===== src/sicc_pkg.sv =====
`timescale 1ns / 1ps
// Shared definitions for the snoop invalidate coherence controller.
// Holds field widths, config indexes, mode, line state, event, request and action codes, and the command struct.
package sicc_pkg;

    localparam int LINE_COUNT_DEFAULT = 256;

    localparam int INDEX_W    = 8;
    localparam int INDEX_SPAN = 256;
    localparam int ADDR_W     = 64;
    localparam int STATE_W    = 4;
    localparam int EVENT_W    = 3;
    localparam int KIND_W     = 2;
    localparam int ACT_W      = 2;
    localparam int MODE_W     = 2;
    localparam int CACHE_W    = 4;
    localparam int COUNT_W    = 32;
    localparam int CFG_IDX_W  = 1;
    localparam int CFG_DATA_W = 4;

    // Configuration register indexes.
    localparam logic [CFG_IDX_W-1:0] CFG_PROTOCOL_MODE = 1'd0;
    localparam logic [CFG_IDX_W-1:0] CFG_CACHE_ID      = 1'd1;

    // Protocol rule sets.
    localparam logic [MODE_W-1:0] MODE_MI    = 2'd0;
    localparam logic [MODE_W-1:0] MODE_MSI   = 2'd1;
    localparam logic [MODE_W-1:0] MODE_MESI  = 2'd2;
    localparam logic [MODE_W-1:0] MODE_MOESI = 2'd3;

    // Line coherence states, stable and transient.
    localparam logic [STATE_W-1:0] ST_I  = 4'd0;
    localparam logic [STATE_W-1:0] ST_M  = 4'd1;
    localparam logic [STATE_W-1:0] ST_S  = 4'd2;
    localparam logic [STATE_W-1:0] ST_E  = 4'd3;
    localparam logic [STATE_W-1:0] ST_O  = 4'd4;
    localparam logic [STATE_W-1:0] ST_IM = 4'd5;
    localparam logic [STATE_W-1:0] ST_IS = 4'd6;
    localparam logic [STATE_W-1:0] ST_SM = 4'd7;
    localparam logic [STATE_W-1:0] ST_OM = 4'd8;

    // Snooped bus events.
    localparam logic [EVENT_W-1:0] EV_NONE   = 3'd0;
    localparam logic [EVENT_W-1:0] EV_RD     = 3'd1;
    localparam logic [EVENT_W-1:0] EV_WR     = 3'd2;
    localparam logic [EVENT_W-1:0] EV_DATA   = 3'd3;
    localparam logic [EVENT_W-1:0] EV_SHARED = 3'd4;

    // Issued bus request kinds.
    localparam logic [KIND_W-1:0] KIND_RD     = 2'd0;
    localparam logic [KIND_W-1:0] KIND_WR     = 2'd1;
    localparam logic [KIND_W-1:0] KIND_DATA   = 2'd2;
    localparam logic [KIND_W-1:0] KIND_SHARED = 2'd3;

    // Snoop cache actions.
    localparam logic [ACT_W-1:0] ACT_NONE  = 2'd0;
    localparam logic [ACT_W-1:0] ACT_INV   = 2'd1;
    localparam logic [ACT_W-1:0] ACT_SHARE = 2'd2;
    localparam logic [ACT_W-1:0] ACT_RECV  = 2'd3;

    // Commands from the controller to the datapath.
    typedef struct packed {
        logic capture;  // latch the incoming transaction and read its line state
        logic execute;  // apply the transition, write back, load the result register
    } cmd_t;

endpackage


===== src/snoop_invalidate_coherence_controller_core.sv =====
`timescale 1ns / 1ps
// Snooping invalidation coherence controller, top level.
// Instantiates sicc_ctrl and sicc_datapath; depends on sicc_pkg.
//
// Usage:
// The s_ channel carries one transaction per item: a processor access or a
// snooped bus event together with a line index and a full address. The m_
// channel returns exactly one result transaction per input transaction, in
// order: the new line state, permission, snoop action, an optional bus
// request with address and cache id, an error flag and the request count.
// The cfg channel writes the protocol mode (index 0) and the cache id
// (index 1); it is always ready and should be used only while idle.
// Each transaction takes two steps: capture reads the line state memory and
// execute applies the transition and writes it back. With the memory's single
// read-modify-write port, a new transaction is accepted only after the last
// one has executed, and execute loads the result into the output register.
// A result waiting in the output register does not block the next input
// transaction; a stalled receiver holds m_valid and its payload, and the
// block stops taking input once a second result is ready to be loaded.
// Reset clears all line valid bits at once, so every line reads as invalid,
// sets MOESI mode, cache id zero and a zero request count.
module snoop_invalidate_coherence_controller_core #(
    parameter int LINE_COUNT = sicc_pkg::LINE_COUNT_DEFAULT
) (
    input  logic                                aclk,
    input  logic                                aresetn,

    input  logic                                cfg_valid,
    output logic                                cfg_ready,
    input  logic [sicc_pkg::CFG_IDX_W-1:0]      cfg_index,
    input  logic [sicc_pkg::CFG_DATA_W-1:0]     cfg_data,

    input  logic                                s_valid,
    output logic                                s_ready,
    input  logic                                s_opcode,
    input  logic                                s_is_read,
    input  logic [sicc_pkg::EVENT_W-1:0]        s_bus_event,
    input  logic [sicc_pkg::INDEX_W-1:0]        s_line_index,
    input  logic [sicc_pkg::ADDR_W-1:0]         s_address,

    output logic                                m_valid,
    input  logic                                m_ready,
    output logic [sicc_pkg::STATE_W-1:0]        m_next_state,
    output logic                                m_perm_avail,
    output logic [sicc_pkg::ACT_W-1:0]          m_snoop_action,
    output logic                                m_bus_send,
    output logic [sicc_pkg::KIND_W-1:0]         m_bus_kind,
    output logic [sicc_pkg::ADDR_W-1:0]         m_bus_address,
    output logic [sicc_pkg::CACHE_W-1:0]        m_bus_cache,
    output logic                                m_protocol_error,
    output logic [sicc_pkg::COUNT_W-1:0]        m_requests_sent
);
    import sicc_pkg::*;

    cmd_t cmd;
    logic cfg_we;

    // Register writes complete in the cycle they are presented.
    assign cfg_ready = 1'b1;
    assign cfg_we    = cfg_valid && cfg_ready;

    // The controller sequences each transaction and owns both valid/ready pairs.
    sicc_ctrl u_ctrl (
        .aclk    (aclk),
        .aresetn (aresetn),
        .s_valid (s_valid),
        .s_ready (s_ready),
        .m_valid (m_valid),
        .m_ready (m_ready),
        .cmd     (cmd)
    );

    // The datapath holds the line states, the transition rules and the result.
    sicc_datapath #(
        .LINE_COUNT (LINE_COUNT)
    ) u_datapath (
        .aclk             (aclk),
        .aresetn          (aresetn),
        .cmd              (cmd),
        .cfg_we           (cfg_we),
        .cfg_index        (cfg_index),
        .cfg_data         (cfg_data),
        .s_opcode         (s_opcode),
        .s_is_read        (s_is_read),
        .s_bus_event      (s_bus_event),
        .s_line_index     (s_line_index),
        .s_address        (s_address),
        .m_next_state     (m_next_state),
        .m_perm_avail     (m_perm_avail),
        .m_snoop_action   (m_snoop_action),
        .m_bus_send       (m_bus_send),
        .m_bus_kind       (m_bus_kind),
        .m_bus_address    (m_bus_address),
        .m_bus_cache      (m_bus_cache),
        .m_protocol_error (m_protocol_error),
        .m_requests_sent  (m_requests_sent)
    );

endmodule


===== src/sicc_ctrl.sv =====
`timescale 1ns / 1ps
// Controller state machine: sequences lookup and execute, owns the handshakes.
// Depends on sicc_pkg.
module sicc_ctrl (
    input  logic          aclk,
    input  logic          aresetn,
    input  logic          s_valid,
    output logic          s_ready,
    output logic          m_valid,
    input  logic          m_ready,
    output sicc_pkg::cmd_t cmd
);
    import sicc_pkg::*;

    typedef enum logic [1:0] {
        S_IDLE = 2'b01,
        S_EXEC = 2'b10
    } fsm_state_t;

    fsm_state_t state_reg, state_next;
    logic       out_valid_reg, out_valid_next;
    logic       slot_free;

    assign slot_free = !out_valid_reg || m_ready;
    assign s_ready   = (state_reg == S_IDLE);
    assign m_valid   = out_valid_reg;

    always_comb begin
        state_next     = state_reg;
        out_valid_next = out_valid_reg && !m_ready;
        cmd.capture    = 1'b0;
        cmd.execute    = 1'b0;
        case (state_reg)
            S_IDLE: begin
                if (s_valid) begin
                    cmd.capture = 1'b1;
                    state_next  = S_EXEC;
                end
            end
            S_EXEC: begin
                if (slot_free) begin
                    cmd.execute    = 1'b1;
                    out_valid_next = 1'b1;
                    state_next     = S_IDLE;
                end
            end
            default: begin
                state_next = S_IDLE;
            end
        endcase
    end

    always_ff @(posedge aclk) begin
        if (!aresetn) begin
            state_reg     <= S_IDLE;
            out_valid_reg <= 1'b0;
        end else begin
            state_reg     <= state_next;
            out_valid_reg <= out_valid_next;
        end
    end

endmodule


===== src/sicc_datapath.sv =====
`timescale 1ns / 1ps
// Datapath: line state memory with valid bits, transition rules, request counter,
// configuration registers and the result register. Depends on sicc_pkg.
module sicc_datapath #(
    parameter int LINE_COUNT = sicc_pkg::LINE_COUNT_DEFAULT
) (
    input  logic                                aclk,
    input  logic                                aresetn,
    input  sicc_pkg::cmd_t                      cmd,
    input  logic                                cfg_we,
    input  logic [sicc_pkg::CFG_IDX_W-1:0]      cfg_index,
    input  logic [sicc_pkg::CFG_DATA_W-1:0]     cfg_data,
    input  logic                                s_opcode,
    input  logic                                s_is_read,
    input  logic [sicc_pkg::EVENT_W-1:0]        s_bus_event,
    input  logic [sicc_pkg::INDEX_W-1:0]        s_line_index,
    input  logic [sicc_pkg::ADDR_W-1:0]         s_address,
    output logic [sicc_pkg::STATE_W-1:0]        m_next_state,
    output logic                                m_perm_avail,
    output logic [sicc_pkg::ACT_W-1:0]          m_snoop_action,
    output logic                                m_bus_send,
    output logic [sicc_pkg::KIND_W-1:0]         m_bus_kind,
    output logic [sicc_pkg::ADDR_W-1:0]         m_bus_address,
    output logic [sicc_pkg::CACHE_W-1:0]        m_bus_cache,
    output logic                                m_protocol_error,
    output logic [sicc_pkg::COUNT_W-1:0]        m_requests_sent
);
    import sicc_pkg::*;

    // Only lines reachable through an 8-bit index need storage.
    localparam int DEPTH = (LINE_COUNT < INDEX_SPAN) ? LINE_COUNT : INDEX_SPAN;
    localparam int IDX_W = (DEPTH > 1) ? $clog2(DEPTH) : 1;

    typedef struct packed {
        logic [STATE_W-1:0] nxt;
        logic               perm;
        logic [ACT_W-1:0]   act;
        logic               err;
        logic               send;
        logic [KIND_W-1:0]  kind;
    } decision_t;

    function automatic decision_t decide(
        input logic [MODE_W-1:0]  mode,
        input logic [STATE_W-1:0] cur,
        input logic               snoop,
        input logic               rd,
        input logic [EVENT_W-1:0] ev
    );
        decision_t d;
        logic      rdlike;
        logic      ok;
        d.nxt  = cur;
        d.perm = 1'b0;
        d.act  = ACT_NONE;
        d.err  = 1'b0;
        d.send = 1'b0;
        d.kind = KIND_RD;
        rdlike = (ev == EV_SHARED) || (ev == EV_RD);
        case (cur)
            ST_I, ST_M, ST_IM:   ok = 1'b1;
            ST_S, ST_IS, ST_SM:  ok = (mode != MODE_MI);
            ST_E:                ok = (mode == MODE_MESI) || (mode == MODE_MOESI);
            ST_O, ST_OM:         ok = (mode == MODE_MOESI);
            default:             ok = 1'b0;
        endcase

        if (!ok) begin
            d.nxt = ST_I;
            d.err = 1'b1;
        end else if (!snoop) begin
            case (cur)
                ST_I: begin
                    d.send = 1'b1;
                    if (rd && (mode != MODE_MI)) begin
                        d.kind = KIND_RD;
                        d.nxt  = ST_IS;
                    end else begin
                        d.kind = KIND_WR;
                        d.nxt  = ST_IM;
                    end
                end
                ST_M: begin
                    d.perm = 1'b1;
                end
                ST_S, ST_O: begin
                    if (rd) begin
                        d.perm = 1'b1;
                    end else begin
                        d.send = 1'b1;
                        d.kind = KIND_WR;
                        d.nxt  = (cur == ST_S) ? ST_SM : ST_OM;
                    end
                end
                ST_E: begin
                    d.perm = 1'b1;
                    if (!rd) begin
                        d.nxt = ST_M;
                    end
                end
                default: begin
                    // Processor access while a bus transaction is outstanding.
                    d.err = 1'b1;
                end
            endcase
        end else begin
            case (cur)
                ST_M: begin
                    if (mode == MODE_MI) begin
                        d.send = 1'b1;
                        d.kind = KIND_DATA;
                        d.act  = ACT_INV;
                        d.nxt  = ST_I;
                    end else if (mode == MODE_MSI) begin
                        d.send = 1'b1;
                        d.kind = KIND_DATA;
                        if (rdlike) begin
                            d.act = ACT_SHARE;
                            d.nxt = ST_S;
                        end else if (ev == EV_WR) begin
                            d.act = ACT_INV;
                            d.nxt = ST_I;
                        end
                    end else if (rdlike) begin
                        d.send = 1'b1;
                        d.kind = KIND_SHARED;
                        d.act  = ACT_SHARE;
                        d.nxt  = (mode == MODE_MOESI) ? ST_O : ST_S;
                    end else if (ev == EV_WR) begin
                        d.send = 1'b1;
                        d.kind = KIND_DATA;
                        d.act  = ACT_INV;
                        d.nxt  = ST_I;
                    end
                end
                ST_S: begin
                    if (ev == EV_WR) begin
                        d.act = ACT_INV;
                        d.nxt = ST_I;
                    end
                end
                ST_E, ST_O: begin
                    if (rdlike) begin
                        d.send = 1'b1;
                        d.kind = KIND_SHARED;
                        d.act  = ACT_SHARE;
                        d.nxt  = (cur == ST_E) ? ST_S : ST_O;
                    end else if (ev == EV_WR) begin
                        d.send = 1'b1;
                        d.kind = KIND_DATA;
                        d.act  = ACT_INV;
                        d.nxt  = ST_I;
                    end
                end
                ST_IM: begin
                    if ((ev == EV_DATA) || ((mode == MODE_MI) && (ev == EV_SHARED))) begin
                        d.act = ACT_RECV;
                        d.nxt = ST_M;
                    end
                end
                ST_IS: begin
                    if (ev == EV_SHARED) begin
                        d.act = ACT_RECV;
                        d.nxt = ST_S;
                    end else if (ev == EV_DATA) begin
                        d.act = ACT_RECV;
                        d.nxt = (mode == MODE_MSI) ? ST_S : ST_E;
                    end
                end
                ST_SM: begin
                    if (ev == EV_DATA) begin
                        d.act = ACT_RECV;
                        d.nxt = ST_M;
                    end else if ((mode == MODE_MSI) && (ev == EV_NONE)) begin
                        d.nxt = ST_M;
                    end
                end
                ST_OM: begin
                    if (ev == EV_DATA) begin
                        d.act = ACT_RECV;
                        d.nxt = ST_M;
                    end
                end
                default: begin
                    // Invalid lines ignore snoops.
                end
            endcase
        end
        return d;
    endfunction

    // Line index folded onto the line count, as a constant table.
    logic [IDX_W-1:0] mod_tab [INDEX_SPAN];
    for (genvar g = 0; g < INDEX_SPAN; g++) begin : g_mod
        assign mod_tab[g] = IDX_W'(g % DEPTH);
    end

    logic [STATE_W-1:0] line_mem [DEPTH];
    logic [DEPTH-1:0]   line_vld_reg;

    logic [MODE_W-1:0]  mode_reg;
    logic [CACHE_W-1:0] cache_id_reg;
    logic [COUNT_W-1:0] sent_cnt_reg, sent_cnt_next;

    logic               opcode_reg;
    logic               is_read_reg;
    logic [EVENT_W-1:0] event_reg;
    logic [IDX_W-1:0]   idx_reg;
    logic [ADDR_W-1:0]  addr_reg;
    logic [STATE_W-1:0] rd_state_reg;
    logic               rd_vld_reg;

    logic [STATE_W-1:0] cur_state;
    decision_t          dec;
    logic [IDX_W-1:0]   in_idx;

    assign in_idx        = mod_tab[s_line_index];
    assign cur_state     = rd_vld_reg ? rd_state_reg : ST_I;
    assign dec           = decide(mode_reg, cur_state, opcode_reg, is_read_reg, event_reg);
    assign sent_cnt_next = dec.send ? (sent_cnt_reg + COUNT_W'(1)) : sent_cnt_reg;

    // Configuration and control state.
    always_ff @(posedge aclk) begin
        if (!aresetn) begin
            mode_reg     <= MODE_MOESI;
            cache_id_reg <= '0;
            sent_cnt_reg <= '0;
            line_vld_reg <= '0;
        end else begin
            if (cfg_we) begin
                case (cfg_index)
                    CFG_PROTOCOL_MODE: mode_reg     <= cfg_data[MODE_W-1:0];
                    CFG_CACHE_ID:      cache_id_reg <= cfg_data[CACHE_W-1:0];
                    default: begin
                    end
                endcase
            end
            if (cmd.execute) begin
                sent_cnt_reg          <= sent_cnt_next;
                line_vld_reg[idx_reg] <= 1'b1;
            end
        end
    end

    // Line state memory: read on capture, write back on execute.
    always_ff @(posedge aclk) begin
        if (cmd.capture) begin
            rd_state_reg <= line_mem[in_idx];
        end
        if (cmd.execute) begin
            line_mem[idx_reg] <= dec.nxt;
        end
    end

    // Transaction capture and valid bit of the line being read.
    always_ff @(posedge aclk) begin
        if (cmd.capture) begin
            opcode_reg  <= s_opcode;
            is_read_reg <= s_is_read;
            event_reg   <= s_bus_event;
            idx_reg     <= in_idx;
            addr_reg    <= s_address;
            rd_vld_reg  <= line_vld_reg[in_idx];
        end
    end

    // Result register.
    always_ff @(posedge aclk) begin
        if (cmd.execute) begin
            m_next_state     <= dec.nxt;
            m_perm_avail     <= dec.perm;
            m_snoop_action   <= dec.act;
            m_bus_send       <= dec.send;
            m_bus_kind       <= dec.send ? dec.kind : KIND_RD;
            m_bus_address    <= dec.send ? addr_reg : '0;
            m_bus_cache      <= dec.send ? cache_id_reg : '0;
            m_protocol_error <= dec.err;
            m_requests_sent  <= sent_cnt_next;
        end
    end

endmodule


===== config.mk =====
export PLATFORM = sky130hd
export DESIGN_NAME = snoop_invalidate_coherence_controller_core
export DESIGN_NICKNAME = d
export VERILOG_FILES = /design/src/sicc_pkg.sv /design/src/snoop_invalidate_coherence_controller_core.sv /design/src/sicc_ctrl.sv /design/src/sicc_datapath.sv
export SDC_FILE = /design/constraint.sdc
export NUM_CORES = 2
export LEC_CHECK = 0
export BUFFER_PORTS_ARGS = -buffer_cell sky130_fd_sc_hd__buf_2
export CORE_ASPECT_RATIO = 1.2
export CORE_MARGIN = 2
export CORE_UTILIZATION = 60
export DETAILED_ROUTE_END_ITERATION = 12
export GPL_TIMING_DRIVEN = 0
export PLACE_DENSITY = 0.81
export SLEW_MARGIN = 20
export SYNTH_ARGS = -nofsm -noshare
export SYNTH_HDL_FRONTEND = slang
export SYNTH_SLANG_ARGS = --single-unit
export TNS_END_PERCENT = 5

===== constraint.sdc =====
create_clock -name aclk -period 37.7 [get_ports aclk]
set_clock_uncertainty 0.05 [all_clocks]
set_input_delay 1.885 -clock aclk [delete_from_list [all_inputs] [get_ports aclk]]
set_output_delay 1.885 -clock aclk [all_outputs]
set_load 0.005 [all_outputs]

Word level (Yosys, flattened, before mapping)
Memories as Yosys holds them, arrays and structs flattened. A register that Yosys moved wholly into a read port is not among the register bits. Cells that the tools add are included.

Bits in registers: 486. Bits in latches: 0. Memory bits (writable): 1024. Bits in read-only memories: 2048. Input port bits: 87. Output and inout bits: 114. Logic and storage cells: 144. Memories: 2.

Memories: (no name shown) (depth 256, bits a word 8, read ports 1, clocked after Yosys merged registers in 0, write ports 0, RTL line sicc_datapath.sv:217) `assign in_idx = mod_tab[s_line_index];`; u_datapath.line_mem (depth 256, bits a word 4, read ports 1, clocked after Yosys merged registers in 1, write ports 1, RTL line sicc_datapath.sv:198) `logic [STATE_W-1:0] line_mem [DEPTH];`.

Add/subtract/negate cells: 1. $mul: 0. Div/mod/pow operators: 0. Order comparisons: 4. Eq/ne operators: 19. Shift operators: 0. Muxes and demuxes: 64. Bitwise logic cells: 4. Reduce and logical (&&, ||, !) cells: 29.

Operator list (count): OR 256 bit (1); two-way mux 4 bit (18); adder 32 x 1 -> 32 bit, second input constant (1); two-way mux 32 bit (1); case mux 4 bit (7 select lines) (1); two-way mux 3 bit (9); less-than comparator 8 x 9 -> 1 bit, second input constant (2); == test 4 x 3 -> 1 bit, second input constant (4); two-way mux 1 bit (16); two-way mux 2 bit (8); two-way mux 8 bit (2); case mux 2 bit (6 select lines) (1); case mux 3 bit (2 select lines) (2); case mux 4 bit (3 select lines) (1); OR reduction 2 bit (6); AND reduction 2 bit (5); >= comparator 9 bit, second input constant (1); inverter 8 -> 9 bit (1); binary-select mux 1 bit (select 8 bit) (1); demux 1 bit (select 8 bit) (1); == test 4 x 2 -> 1 bit, second input constant (2); >= comparator 8 x 1 -> 1 bit, second input constant (1); == test 2 bit, second input constant (3); == test 3 x 2 -> 1 bit, second input constant (2); 20 further kinds (31).

Longest topological paths before layout
Word-level depth: 9. Depth in mapped cells: 11. Depth with buffers taken out: 7.

By module
Synthesis repeated with hierarchy kept, for this count alone.

Cells, all modules: 3819. Area, all modules: 59225.6 um^2.

Modules (own cells, without submodules): sicc_datapath (instances 1, cells an instance 3805, area an instance 59087.9 um^2); sicc_ctrl (instances 1, cells an instance 12, area an instance 126.4 um^2); snoop_invalidate_coherence_controller_core (instances 1, cells an instance 2, area an instance 11.3 um^2).

Least setup slack after synthesis
Ideal clock, no wire load.

Kind: register -> register. Start point: register u_datapath.rd_state_reg[1] (read register of u_datapath.line_mem). End point: memory u_datapath.line_mem[0][0], data pin. Setup time: 2.433 ns. Arrival time: 12.562 ns. Setup slack: 22.655 ns. Cell stages (with the launch flop): 8. Period minus slack after synthesis: 15.045 ns. Path through: edfxtp_1 buf_6 clkbuf_1 nor2_1 nand3b_1 o21ai_0 a21oi_1 a311oi_1.

RTL lines: from (decl) (RTL line sicc_datapath.sv:210) `logic [STATE_W-1:0] rd_state_reg;`; to (decl) (RTL line sicc_datapath.sv:198).

Final worst setup path
Start point: input s_line_index[1] (netlist name). End point: register u_datapath.rd_state_reg[3] (read register of u_datapath.line_mem), data pin.

Longest elaborated chain between the ends: 4.

RTL lines: from (decl) (RTL line snoop_invalidate_coherence_controller_core.sv:38) `input logic [sicc_pkg::INDEX_W-1:0] s_line_index,`; inverter 8 -> 9 bit (implied by the code) (RTL line sicc_datapath.sv:217); memory read (256 x 8 bit); two-way mux 8 bit (implied by the code) (2 in series) (RTL line sicc_datapath.sv:217).

No other way between the ends. The select of a mux whose other input is x is not followed. A chain may end at the register's enable or synchronous reset.

==> flow_metrics.env <==
export IMPL_post_route_period_util_pct=15.3
export IMPL_portBuffers=198
export IMPL_critPathLaunchType="input pin"
export IMPL_seq_area_um2=42500
export IMPL_fillCellCount=5993
export IMPL_dp_slack_ps=31510
export IMPL_die_h_um=348
export IMPL_rsz0062_at_grt="false"
export IMPL_tns_ps=0
export IMPL_h_tree_depth=4
export IMPL_hp_class="reg -> reg"
export IMPL_post_cts_setup_buffer_count=0
export IMPL_largest_reg_flops=1024
export IMPL_relSlewSlack_pct=12.1
export IMPL_critical_path_class="in -> reg"
export IMPL_seq_area_frac_synth_pct=71.7
export IMPL_synth_area_leader_cell="edfxtp_1"
export IMPL_nNetsFinal=4019
export IMPL_m1WireLength_mm=55.8
export IMPL_arrival_ps=6170
export IMPL_first_global_vias=36200
export IMPL_fmax_ghz=0.173
export IMPL_p_leak_nw=22.6
export IMPL_grt_pass1_wl_mm=249
export IMPL_crit_required_ps=38080
export IMPL_wl_met2_mm=80.1
export IMPL_cts_resized=0
export IMPL_grt_max_degree=65
export IMPL_synthCells=3536
export IMPL_setup_violations=0
export IMPL_antenna_found_initial=6
export IMPL_top_layer_used="met5"
export IMPL_whs_ps=403
export IMPL_routed_wirelength_mm=175
export IMPL_p_per_area_nw_per_um2=52.6
export IMPL_yosys_top_cells_count="edfxtp_1, nor2_1, dfxtp_1"
export IMPL_synthesis_nets=3624
export IMPL_wl_met3_mm=23.9
export IMPL_final_cell_area_um2=67500
export IMPL_vias=36700
export IMPL_die_w_um=291
export IMPL_clkSinkCount=1514
export IMPL_cts_root_buffer="clkbuf_16"
export IMPL_multiInputGateArea_um2=15700
export IMPL_maxSlewViolCount=0
export IMPL_cts_tree="done"
export IMPL_wl_per_cell_um=32.8
export IMPL_critPathMaxFanout=11
export IMPL_num_rows=126
export IMPL_synth_async_sr_flop_share_pct=0
export IMPL_dp_hpwl_mm=118
export IMPL_period_needed_ps=5790
export IMPL_worstPathCellList="buf_2 > buf_4 > buf_2 > buf_2 > mux4_2 > a221oi_1 > o21ai_0 > nor4_1 > o211ai_1"
export IMPL_synth_edf_count=1217
export IMPL_max_vdd_ir_drop_v=0.0000462
export IMPL_yosys_area_top_type_share_pct=61.7
export IMPL_setup_ws_ps=31910
export IMPL_ctsLongestPathBuffers=3
export IMPL_yosys_top_cells_area="edfxtp_1, dfxtp_1, mux4_2"
export IMPL_start_util_pct=60.4
export IMPL_syn_avg_cell_area_um2=16.7
export IMPL_outcome="completed"
export IMPL_r2r_slack_ps=33760
export IMPL_clk_latency_ps=760
export IMPL_tightest_slew_ps=1320
export IMPL_cp_end_kind="flip-flop"
export IMPL_fin_util_pct=68.8
export IMPL_drtIter0Drc=6223
export IMPL_yosysWarnings=0
export IMPL_yosys_cell_types_count=83
export IMPL_antenna_left=0
export IMPL_ys_seq_elements=1514
export IMPL_clk_pin_slew_worst_paths_ps=60
export IMPL_viasPerCell=6.88
export IMPL_die_area_um2=101000
export IMPL_cts_made_buffers=141
export IMPL_cap_violations=0
export IMPL_dpl_instance_area_um2=62800
export IMPL_critPathMaxStageDelay_ps=1130
export IMPL_place_congestion=0.991
export IMPL_synth_top_flop_cell="edfxtp_1"
export IMPL_area_growth_pct=13.9
export IMPL_drc=0
export IMPL_grt_ovfl_total=0
export IMPL_layout_drive_gt1_share_pct=21.1
export IMPL_synth_area_um2=59200
export IMPL_drt_pass1_iterations=7
export IMPL_postCtsHoldBufs=0
export IMPL_io_pins=201
export IMPL_track_usage_pct=34.6
export IMPL_core_area_um2=98100
export IMPL_crit_path_frequent_cell="buf_2"
export IMPL_hold_violations=0
export IMPL_worst_path_max_delay_cell="nor4_1"
export IMPL_synthMostInstantiatedCell="edfxtp_1"
-- critical path: cells and delay by family --
| family | cells | cell delay, ps |
|---|---|---|
| AO/OA/AOI/OAI | 3 | 1030 |
| buffers and inverters | 4 | 1670 |
| multiplexers | 1 | 420 |
| AND/OR/NAND/NOR | 1 | 1130 |
-- metrics by stage --
step,power [W],cells
6_report,0.00355,5332
5_1_grt,0.00362,5328
4_1_cts,0.00354,5326
3_5_place_dp,0.00215,5066
3_3_place_gp,0.00217,5014
2_1_floorplan,0.00205,3536
-- power by group --
group / internal, W / switching [W]
sequential: 0.00185 / 0.00000318
clock: 0.000809 / 0.000618
combinational: 0.0000830 / 0.000185
-- cell usage in the layout (no fill, tap or decap), types with 31 or more instances in the layout --
master	count
edfxtp_1	1217
o221ai_1	39
clkbuf_16	149
mux2i_1	153
buf_2	241
a21oi_1	86
o21ai_0	62
clkbuf_1	160
buf_6	38
nand2_1	86
and2_1	84
nor3_1	46
nand3_1	45
o21a_1	257
mux4_2	261
nor2_1	308
dfxtp_1	297
o22ai_1	43
a211oi_1	31
-- per-layer routing --
metal  vias up  GRT usage, %
met5         -             0
met1     18000          40.6
li1      14800             -
met2      3147          53.3
met3       772          11.8
met4        10          26.0
-- final cells by class --
class                      count  area share (%)
tap                         1280            2.37
multi-input combinational   1782            23.2
sequential                  1514            63.0
antenna                        4          0.0148
timing repair buffer         252            2.83
buffer                       224            1.67
clock buffer                 212            6.19
inverter                      16          0.0964
clock inverter                48           0.632
-- path summary, 6_finish.rpt --
kind,start,to,cells after the start
max,s_line_index[1],u_datapath.rd_state_reg[3]$_DFFE_PP_,9
min,u_datapath.cache_id_reg[1]$_SDFFE_PN0P_,u_datapath.cache_id_reg[1]$_SDFFE_PN0P_,2
max reg2reg,u_datapath.rd_state_reg[0]$_DFFE_PP_,u_datapath.line_mem[151][3]$_DFFE_PP_,12
min reg2reg,u_datapath.cache_id_reg[1]$_SDFFE_PN0P_,u_datapath.cache_id_reg[1]$_SDFFE_PN0P_,2
-- logic make-up after synthesis --
group	synth area share (%)
mux	12.6
xor+xnor	0.518
simple gates	5.76
buf+inv	1.96
compound gates	7.41
other cells	0.00633
flops	71.7
fa+ha+maj	0.0211
Power figures use the tool's default switching activity.
